### src/design/npcs_pkg.sv
// Types, constants and palette expansion functions of the nearest palette color search.
package npcs_pkg;

    localparam int ColorW    = 8;
    localparam int RgbW      = 3 * ColorW;
    localparam int NumBases  = 4;
    localparam int BaseW     = 2;
    localparam int LevelMaxW = 6;
    localparam int DistW     = 18;

    localparam logic [ColorW-1:0]    ChanMax     = 8'd255;
    localparam logic [DistW-1:0]     StartDist   = 18'(3 * (255 * 255));
    localparam logic [LevelMaxW-1:0] ActiveLimit = 6'd8;

    typedef struct packed {
        logic [ColorW-1:0] red;
        logic [ColorW-1:0] green;
        logic [ColorW-1:0] blue;
    } t_pixel;

    typedef struct packed {
        logic       hue_pair;
        logic       color_number;
        logic [3:0] bright_level;
        logic       active;
    } t_result;

    typedef struct packed {
        logic             we;
        logic [BaseW-1:0] idx;
        logic [RgbW-1:0]  data;
    } t_cfg_wr;

    // Word travelling down the cell row, with the best match found so far.
    typedef struct packed {
        logic                 valid;
        t_pixel               pix;
        logic [DistW-1:0]     best_dist;
        logic [BaseW-1:0]     best_base;
        logic [LevelMaxW-1:0] best_level;
    } t_token;

    // One channel of a level: base + ((255 - base) / 16) * level, saturated at 255.
    function automatic logic [ColorW-1:0] expand_channel(input logic [ColorW-1:0] base,
                                                         input logic [LevelMaxW-1:0] level);
        logic [ColorW-1:0] room;
        logic [3:0]        step;
        logic [10:0]       sum;
        room = ChanMax - base;
        step = room[7:4];
        sum  = {3'b000, base} + 11'({6'b000000, step} * {4'b0000, level});
        return (sum > {3'b000, ChanMax}) ? ChanMax : sum[ColorW-1:0];
    endfunction

    function automatic logic [RgbW-1:0] expand_rgb(input logic [RgbW-1:0] base,
                                                   input logic [LevelMaxW-1:0] level);
        return {expand_channel(base[23:16], level),
                expand_channel(base[15:8], level),
                expand_channel(base[7:0], level)};
    endfunction

endpackage

### src/design/npcs_cell.sv
// One palette entry cell: holds its color and updates the running best match.
module npcs_cell #(
    parameter int BASE_ID = 0,
    parameter int LEVEL   = 0
) (
    input  logic               i_clk,
    input  logic               i_rst_n,
    input  logic               i_advance,
    input  npcs_pkg::t_cfg_wr  i_cfg,
    input  npcs_pkg::t_token   i_tok,
    output npcs_pkg::t_token   o_tok
);
    localparam logic [npcs_pkg::LevelMaxW-1:0] Lvl    = npcs_pkg::LevelMaxW'(LEVEL);
    localparam logic [npcs_pkg::BaseW-1:0]     BaseId = npcs_pkg::BaseW'(BASE_ID);

    logic [npcs_pkg::RgbW-1:0] r_entry;
    npcs_pkg::t_token          r_tok;
    npcs_pkg::t_token          n_tok;

    logic [7:0]                 dr, dg, db;
    logic [15:0]                sr, sg, sb;
    logic [npcs_pkg::DistW-1:0] cand_dist;

    always_comb begin
        dr = (r_entry[23:16] > i_tok.pix.red) ? r_entry[23:16] - i_tok.pix.red
                                              : i_tok.pix.red - r_entry[23:16];
        dg = (r_entry[15:8] > i_tok.pix.green) ? r_entry[15:8] - i_tok.pix.green
                                               : i_tok.pix.green - r_entry[15:8];
        db = (r_entry[7:0] > i_tok.pix.blue) ? r_entry[7:0] - i_tok.pix.blue
                                             : i_tok.pix.blue - r_entry[7:0];
        sr        = {8'h00, dr} * {8'h00, dr};
        sg        = {8'h00, dg} * {8'h00, dg};
        sb        = {8'h00, db} * {8'h00, db};
        cand_dist = {2'b00, sr} + {2'b00, sg} + {2'b00, sb};

        n_tok = i_tok;
        // Only a strictly closer entry wins, so earlier cells keep ties.
        if (cand_dist < i_tok.best_dist) begin
            n_tok.best_dist  = cand_dist;
            n_tok.best_base  = BaseId;
            n_tok.best_level = Lvl;
        end
    end

    always_ff @(posedge i_clk) begin
        if (!i_rst_n) begin
            r_entry <= npcs_pkg::expand_rgb('0, Lvl);
        end else if (i_cfg.we && (i_cfg.idx == BaseId)) begin
            r_entry <= npcs_pkg::expand_rgb(i_cfg.data, Lvl);
        end
    end

    always_ff @(posedge i_clk) begin
        if (!i_rst_n) begin
            r_tok.valid <= 1'b0;
        end else if (i_advance) begin
            r_tok <= n_tok;
        end
    end

    assign o_tok = r_tok;
endmodule

### config.mk
export PLATFORM = sky130hd
export DESIGN_NAME = npcs_cell
export DESIGN_NICKNAME = d
export VERILOG_FILES = /design/src/design/npcs_pkg.sv /design/src/design/npcs_cell.sv
export SDC_FILE = /design/constraint.sdc
export NUM_CORES = 1
export LEC_CHECK = 0
export ABC_AREA = 1
export BUFFER_PORTS_ARGS = -buffer_cell sky130_fd_sc_hd__buf_2
export CAP_MARGIN = 20
export CORE_MARGIN = 10
export CORE_UTILIZATION = 45
export CTS_BUF_LIST = sky130_fd_sc_hd__clkbuf_16
export CTS_CLUSTER_DIAMETER = 50
export DETAILED_ROUTE_END_ITERATION = 12
export HOLD_SLACK_MARGIN = 0.06
export PLACE_DENSITY = 0.77
export REMOVE_ABC_BUFFERS = 1
export SLEW_MARGIN = 20
export SYNTH_ARGS = -nofsm -noshare
export SYNTH_HDL_FRONTEND = slang
export SYNTH_SLANG_ARGS = --single-unit
### constraint.sdc
create_clock -name i_clk -period 9.27 [get_ports i_clk]
set_clock_uncertainty 0.15 [all_clocks]
set_input_delay 2.3175 -clock i_clk [delete_from_list [all_inputs] [get_ports i_clk]]
set_output_delay 2.3175 -clock i_clk [all_outputs]
set_load 0.02 [all_outputs]
==> summary.md, run 1 <==
| Metric | Value |
|---|---|
| Post-synthesis mux area share | `0%` |
| Row cnt | `57` |
| Syn_area_per_cell | `7.98 um^2` |
| Antenna-violating nets left | `0` |
| Crit-path slowest cell | `fa_1` |
| Synth Area in XOR/XNOR | `1.64%` |
| Initial Util | `45.9%` |
| Commonest cells after routing, fill and taps aside | `inv_1, buf_4, nand2_1, buf_2, fa_1` |
| WP depth | `40` |
| Failing checks | `negative setup slack` |
| Largest net degree at the start of global routing | `47` |
| Final setup fails | `26` |
| Max-slew headroom | `65.4%` |
| Via count | `approximately 11k` |
| Post-synth ARST share | `0%` |
| Post-synthesis compound-gate area fraction | `7.16%` |
| GR Util All Layers | `20.6%` |
| CTS clock-pin slew for the worst setup and hold paths | `0.08 ns` |
| Diode count | `0` |
| Max H-tree Level | `3` |
| Crit-path max FO | `8` |
| # nets final | `about 2.1k` |
| Detailed Routing Iterations Pass 1 | `6` |
| Post-synth EDFFs | `50` |
| CTS tree | `done` |
| Critical path required time | `about 9 ns` |
| Sequential share of the synthesized area | `17.8%` |
| Cts bufs inserted | `9` |
| First-pass GRT wire length | `between 50000 and 60000 um` |
| Port buffer count | `about 130` |
| Die height | `approximately 180 um` |
| Launch point of the worst path | `i_tok[46]` |
| Via density per instance | `roughly 5.2` |
| Clock sink count | `75` |
| Status | `finished with violations` |
| Setup crit start kind | `primary input` |
| DR WL/cell | `around 18 um` |
| Die area | `0.0317 mm^2` |
| DRT iter0 DRCs | `821` |
| Fraction of layout cells with a size suffix above 1 | `43.2%` |
| Crit end category | `register` |
| Fin. max-slew vios | `0` |
| Initial antenna violation count | `0` |
| Total gr overflow | `0` |
| Final Worst Setup Slack | `-1.12 ns` |
| DRC | `0` |
| Most common cell after layout, fill and taps aside | `inv_1` |
| Yosys reg bits | `75` |
| Fmax | `96.2 MHz` |
| Synthesis-to-finish area growth | `43.1%` |
| Setup TNS Final | `-27.76 ns` |
| Slowest Stage Delay on Critical Path | `roughly 0.59 ns` |
| FF-to-FF Start | `r_entry[16]$_SDFFE_PN0P_` |
| Vias in the first global route | `approximately 11k` |
| Final Hold Viols | `0` |
| Class of the worst hold path | `register to register` |
| Most frequent cell on the critical path | `fa_1` |
| Fin crit share | `112%` |
| GP Congestion | `just over 0.9` |
| Ports | `132` |
| Core area | `0.0245 mm^2` |
| Fin cells | `2112` |
| Ys Warns | `0` |
| Dpl cells | `~2k` |
| Worst slew pin tran | `0.519 ns` |
| Adder-cell share of the synthesized area | `40.5%` |
| Mapped Area | `approximately 0.011 mm^2` |
| Buf/Inv on CP | `9` |
| Largest family of logic cells by synthesized area | `adder cells` |
| Min Tclk post-route | `10.39 ns` |
| Latest clock arrival within the worst-skew pair | `0.37 ns` |
| Simple-gate share of the synthesized area | `between 10% and 20%` |
| Hold path start | `r_entry[11]$_SDFFE_PN0P_` |
| Core Util, Final | `65.7%` |
| RSZ-0062 raised after global routing | `yes` |
| CP Data Arrival Time | `10.37 ns` |
| Hpwl dp | `24000 um` |
| Reg2Reg Depth | `42` |
| Hold Path Stages | `2` |
| Clk root buf | `clkbuf_16` |
| Longest Clk Path Bufs | `2` |
| Final wirelength | `37700 um` |
| Number of max-cap violations | `0` |
| Netlist cell types | `40` |
| Synth Instances | `1406` |
| Critical path type | `primary input to register` |
| Worst path top cell family by delay | `adder cells` |
| Die extent in x | `178 um` |
| Top_reg_cell synth | `edfxtp_1` |
## registers in the layout, summed over array words and instances, names as in the netlist
name     cells
r_entry     24
o_tok       51
## timing repair
item | CTS | global route
hold buffers | 0 | 0
gates resized for setup | 214 | 231
pin swaps | 118 | 155
cloned | 4 | 0
setup buffers | 33 | 29
endpoints found under the hold margin | 0 | 0
setup endpoints to repair | 26 | 26
## worst paths after layout
path	endpoint	slack (ns)
worst max register to register	o_tok[25]$_DFFE_PP_	0.46
worst min-delay path	r_entry[11]$_SDFFE_PN0P_	0.33
worst max-delay path	o_tok[25]$_DFFE_PP_	-1.12
worst min register to register	r_entry[11]$_SDFFE_PN0P_	0.33
## layer usage
| metal | share of wire [%] | up-vias | wire (um) | track usage [%] |
|---|---|---|---|---|
| li1 | - | 5023 | - | - |
| met1 | 36 | 5236 | 13500 | 22.9 |
| met2 | 51 | 565 | 19200 | 37.7 |
| met3 | 7.3 | 208 | 2760 | 3.93 |
| met4 | 5.8 | 0 | 2200 | 8.75 |
| met5 | 0 | - | 0 | 0 |
## stage by stage
stage | hold slack, ns | worst slack [ns] | instance area [um^2]
finish | 0.330 | -1.12 | 16100
global route | 0.364 | -1.26 | 16100
CTS | 0.330 | -0.523 | 15100
detailed placement | 0.320 | -1.42 | 13600
global placement | 0.312 | -1.07 | 13600
floorplan | 0.301 | -1.21 | 11100
## cell type report
cell class | instances | area [um^2]
inverters | 369 | 1410
multi-input cells | 946 | 9240
clock buffers | 9 | 225
clock inverters | 7 | 72.6
well taps | 324 | 405
flip-flops and latches | 75 | 2000
fillers | 1807 | 8400
repair buffers | 382 | 2700
## synthesized netlist by cell type (2+ instances only)
master | instances | area, um^2
buf_4 | 3 | 22.5
a21oi_2 | 3 | 26.3
clkbuf_1 | 6 | 22.5
o21ai_4 | 2 | 32.5
o21ai_1 | 2 | 10.0
inv_1 | 354 | 1330
nand4_1 | 15 | 93.8
buf_2 | 6 | 30.0
ha_1 | 141 | 1760
nor3_1 | 2 | 10.0
fa_1 | 139 | 2780
o21a_1 | 9 | 67.6
dfxtp_1 | 25 | 500
a21o_1 | 3 | 22.5
nand3_1 | 45 | 225
nand2_4 | 10 | 113
nand2_1 | 283 | 1060
xor2_1 | 13 | 114
o21bai_1 | 4 | 30.0
a21oi_1 | 71 | 355
inv_2 | 13 | 48.8
xnor2_1 | 8 | 70.1
and3_1 | 2 | 12.5
inv_4 | 2 | 12.5
and2_1 | 2 | 12.5
nor2_2 | 10 | 62.6
nor2_1 | 97 | 364
nand2_2 | 23 | 144
edfxtp_1 | 50 | 1500
nor2_4 | 4 | 45.0
o21ai_0 | 45 | 225
or2_2 | 4 | 25.0
o21ai_2 | 3 | 26.3
## logic make-up (layout without fill, tap and decap cells)
logic type                 count (synthesis)  count (layout)
AOI/OAI and AO/OA                        143             143
DFF                                       75              75
xor gates and xnor gates                  21              21
adders and majority gates                280             280
and+or+nand+nor                          501             502
buffers and inverters                    386             767
## worst min-delay path, cell delays in order (launching register included)
cell	delay, ns
dfxtp_1	0.31
inv_1	0.07
a21oi_1	0.05
Power of run 1 is left out: the tool's default activity adds up to more than one toggle a clock period on the data nets, which glitch-free logic cannot reach.
==> run 2, diff against run 1 <==
--- a/config.mk
+++ b/config.mk
@@ -14,7 +14,7 @@
 export CTS_CLUSTER_DIAMETER = 50
 export DETAILED_ROUTE_END_ITERATION = 12
 export HOLD_SLACK_MARGIN = 0.06
-export PLACE_DENSITY = 0.77
+export PLACE_DENSITY = 0.72
 export REMOVE_ABC_BUFFERS = 1
 export SLEW_MARGIN = 20
 export SYNTH_ARGS = -nofsm -noshare
==> summary.md, run 2 (same netlist as run 1, synthesis figures left out) <==
| Metric | Value |
|---|---|
| Clk root buf | `clkbuf_16` |
| Max reg flops | `51` |
| Via count | `10.2k` |
| Failing checks | `negative setup slack` |
| Fin crit share | `109%` |
| Critical path required time | `around 9 ns` |
| Core Util, Final | `64.1%` |
| Most common cell after layout, fill and taps aside | `inv_1` |
| Final setup fails | `26` |
| # hold bufs at CTS | `0` |
| CTS clock-pin slew for the worst setup and hold paths | `0.07 ns` |
| Detailed Routing Iterations Pass 1 | `5` |
| Largest net degree at the start of global routing | `47` |
| Fin. max-slew vios | `0` |
| Via density per instance | `roughly 5` |
| Port buffer count | `131` |
| Setup WS pre-CTS | `-1.33 ns` |
| Final wirelength | `31800 um` |
| Die height | `178 um` |
| DRC | `0` |
| GR Util All Layers | `19.4%` |
| Max H-tree Level | `3` |
| Final Worst Setup Slack | `-0.843 ns` |
| # nets final | `between 2k and 2.5k` |
| Die extent in x | `178 um` |
| Die area | `0.0317 mm^2` |
| Initial Util | `45.9%` |
| Slowest Stage Delay on Critical Path | `roughly 0.57 ns` |
| DRT iter0 DRCs | `530` |
| CTS tree | `done` |
| Critical path type | `primary input to register` |
| Antenna-violating nets left | `0` |
| Class of the worst hold path | `register to register` |
| Min Tclk post-route | `10.11 ns` |
| Buf/Inv on CP | `11` |
| Crit-path max FO | `8` |
| Ports | `132` |
| Longest Clk Path Bufs | `2` |
| Hpwl dp | `23500 um` |
| First-pass GRT wire length | `49700 um` |
| Status | `finished with violations` |
| Total gr overflow | `0` |
| Initial antenna violation count | `0` |
| Filler Cell Count | `between 1.5k and 2k` |
| Synthesis-to-finish area growth | `39.8%` |
| Core area | `roughly 0.024 mm^2` |
| RSZ-0062 raised after global routing | `yes` |
| Commonest cells after routing, fill and taps aside | `inv_1, buf_4, nand2_1, buf_2, fa_1` |
| Diode count | `0` |
| GP Congestion | `approximately 0.98` |
| Crit end category | `register` |
| Crit-path slowest cell | `fa_2` |
| Setup crit start kind | `primary input` |
| Max-slew headroom | `56.4%` |
| Worst slew pin tran | `between 0.6 and 0.7 ns` |
| Cts bufs inserted | `9` |
| Number of max-cap violations | `0` |
| DR WL/cell | `15.2 um` |
| Fmax | `98.9 MHz` |
| M2 GR Usage | `35.2%` |
| CP Data Arrival Time | `10.09 ns` |
| Latest clock arrival within the worst-skew pair | `between 0.3 and 0.4 ns` |
| Vias in the first global route | `10.6k` |
| Fraction of layout cells with a size suffix above 1 | `roughly two fifths` |
| Met3 usage | `under 10%` |
| Final Hold Viols | `0` |
| Row cnt | `57` |
| Met1 usage | `22.6%` |
| Clock sink count | `75` |
| GR peak layer | `met2` |
| Worst path top cell family by delay | `adder cells` |
## run 2: cell count changes in the layout (fill, tap and decap cells not counted), sizes merged
cell | previous run | this run
nand2 | 317 | 318
buf | 382 | 358
clkinvlp | 1 | 3
inv | 373 | 370
bufinv | 1 | 0
clkinv | 1 | 3
## run 2: worst paths after layout
path	startpoint	to	slack (ns)	depth (start not counted)
worst max register to register	r_entry[16]$_SDFFE_PN0P_	o_tok[9]$_DFFE_PP_	0.72	40
worst max-delay path	i_tok[42]	o_tok[9]$_DFFE_PP_	-0.84	40
worst min-delay path	r_entry[12]$_SDFFE_PN0P_	r_entry[12]$_SDFFE_PN0P_	0.33	2
worst min register to register	r_entry[12]$_SDFFE_PN0P_	r_entry[12]$_SDFFE_PN0P_	0.33	2
## run 2: worst register-to-register path, delay by kind of cell (launching register included)
kind | cells | cell delay (ns)
xor+xnor | 1 | 0.12
flops | 1 | 0.33
buf+inv | 11 | 1.00
simple gates | 13 | 1.57
compound gates | 4 | 0.57
fa+ha+maj | 11 | 4.59
## run 2: timing repair
action / CTS / global route
gates resized for setup: 209 / 169
setup buffers: 21 / 15
endpoints found under the setup margin: 26 / 26
pin swaps: 112 / 85
cloned: 4 / 0
## run 2: metal layers
layer	routed length, um	share of wire, %
met5	0	0
met4	833	2.6
met3	1770	5.6
met2	16600	52
met1	12600	40
## run 2: cell type report
class	count	area, um^2	area share, %
Clock inverter	7	51.3	0.327
Sequential cell	75	2000	12.8
Tap cell	324	405	2.58
Timing Repair Buffer	358	2520	16.0
Multi-Input combinational cell	947	9070	57.8
Clock buffer	9	225	1.44
Inverter	369	1420	9.03
## run 2: per-stage QoR
stage | area, um^2 | hold WS [ns] | TNS, ns | std cells
4_1_cts | 15000 | 0.333 | -10.71 | 2074
3_3_place_gp | 13600 | 0.312 | -28.16 | 2033
2_1_floorplan | 11100 | 0.301 | -28.33 | 1389
6_report | 15700 | 0.329 | -18.79 | 2089
3_5_place_dp | 13600 | 0.320 | -32.43 | 2033
5_1_grt | 15700 | 0.362 | -24.54 | 2089
Power of run 2 is left out for the same reason.
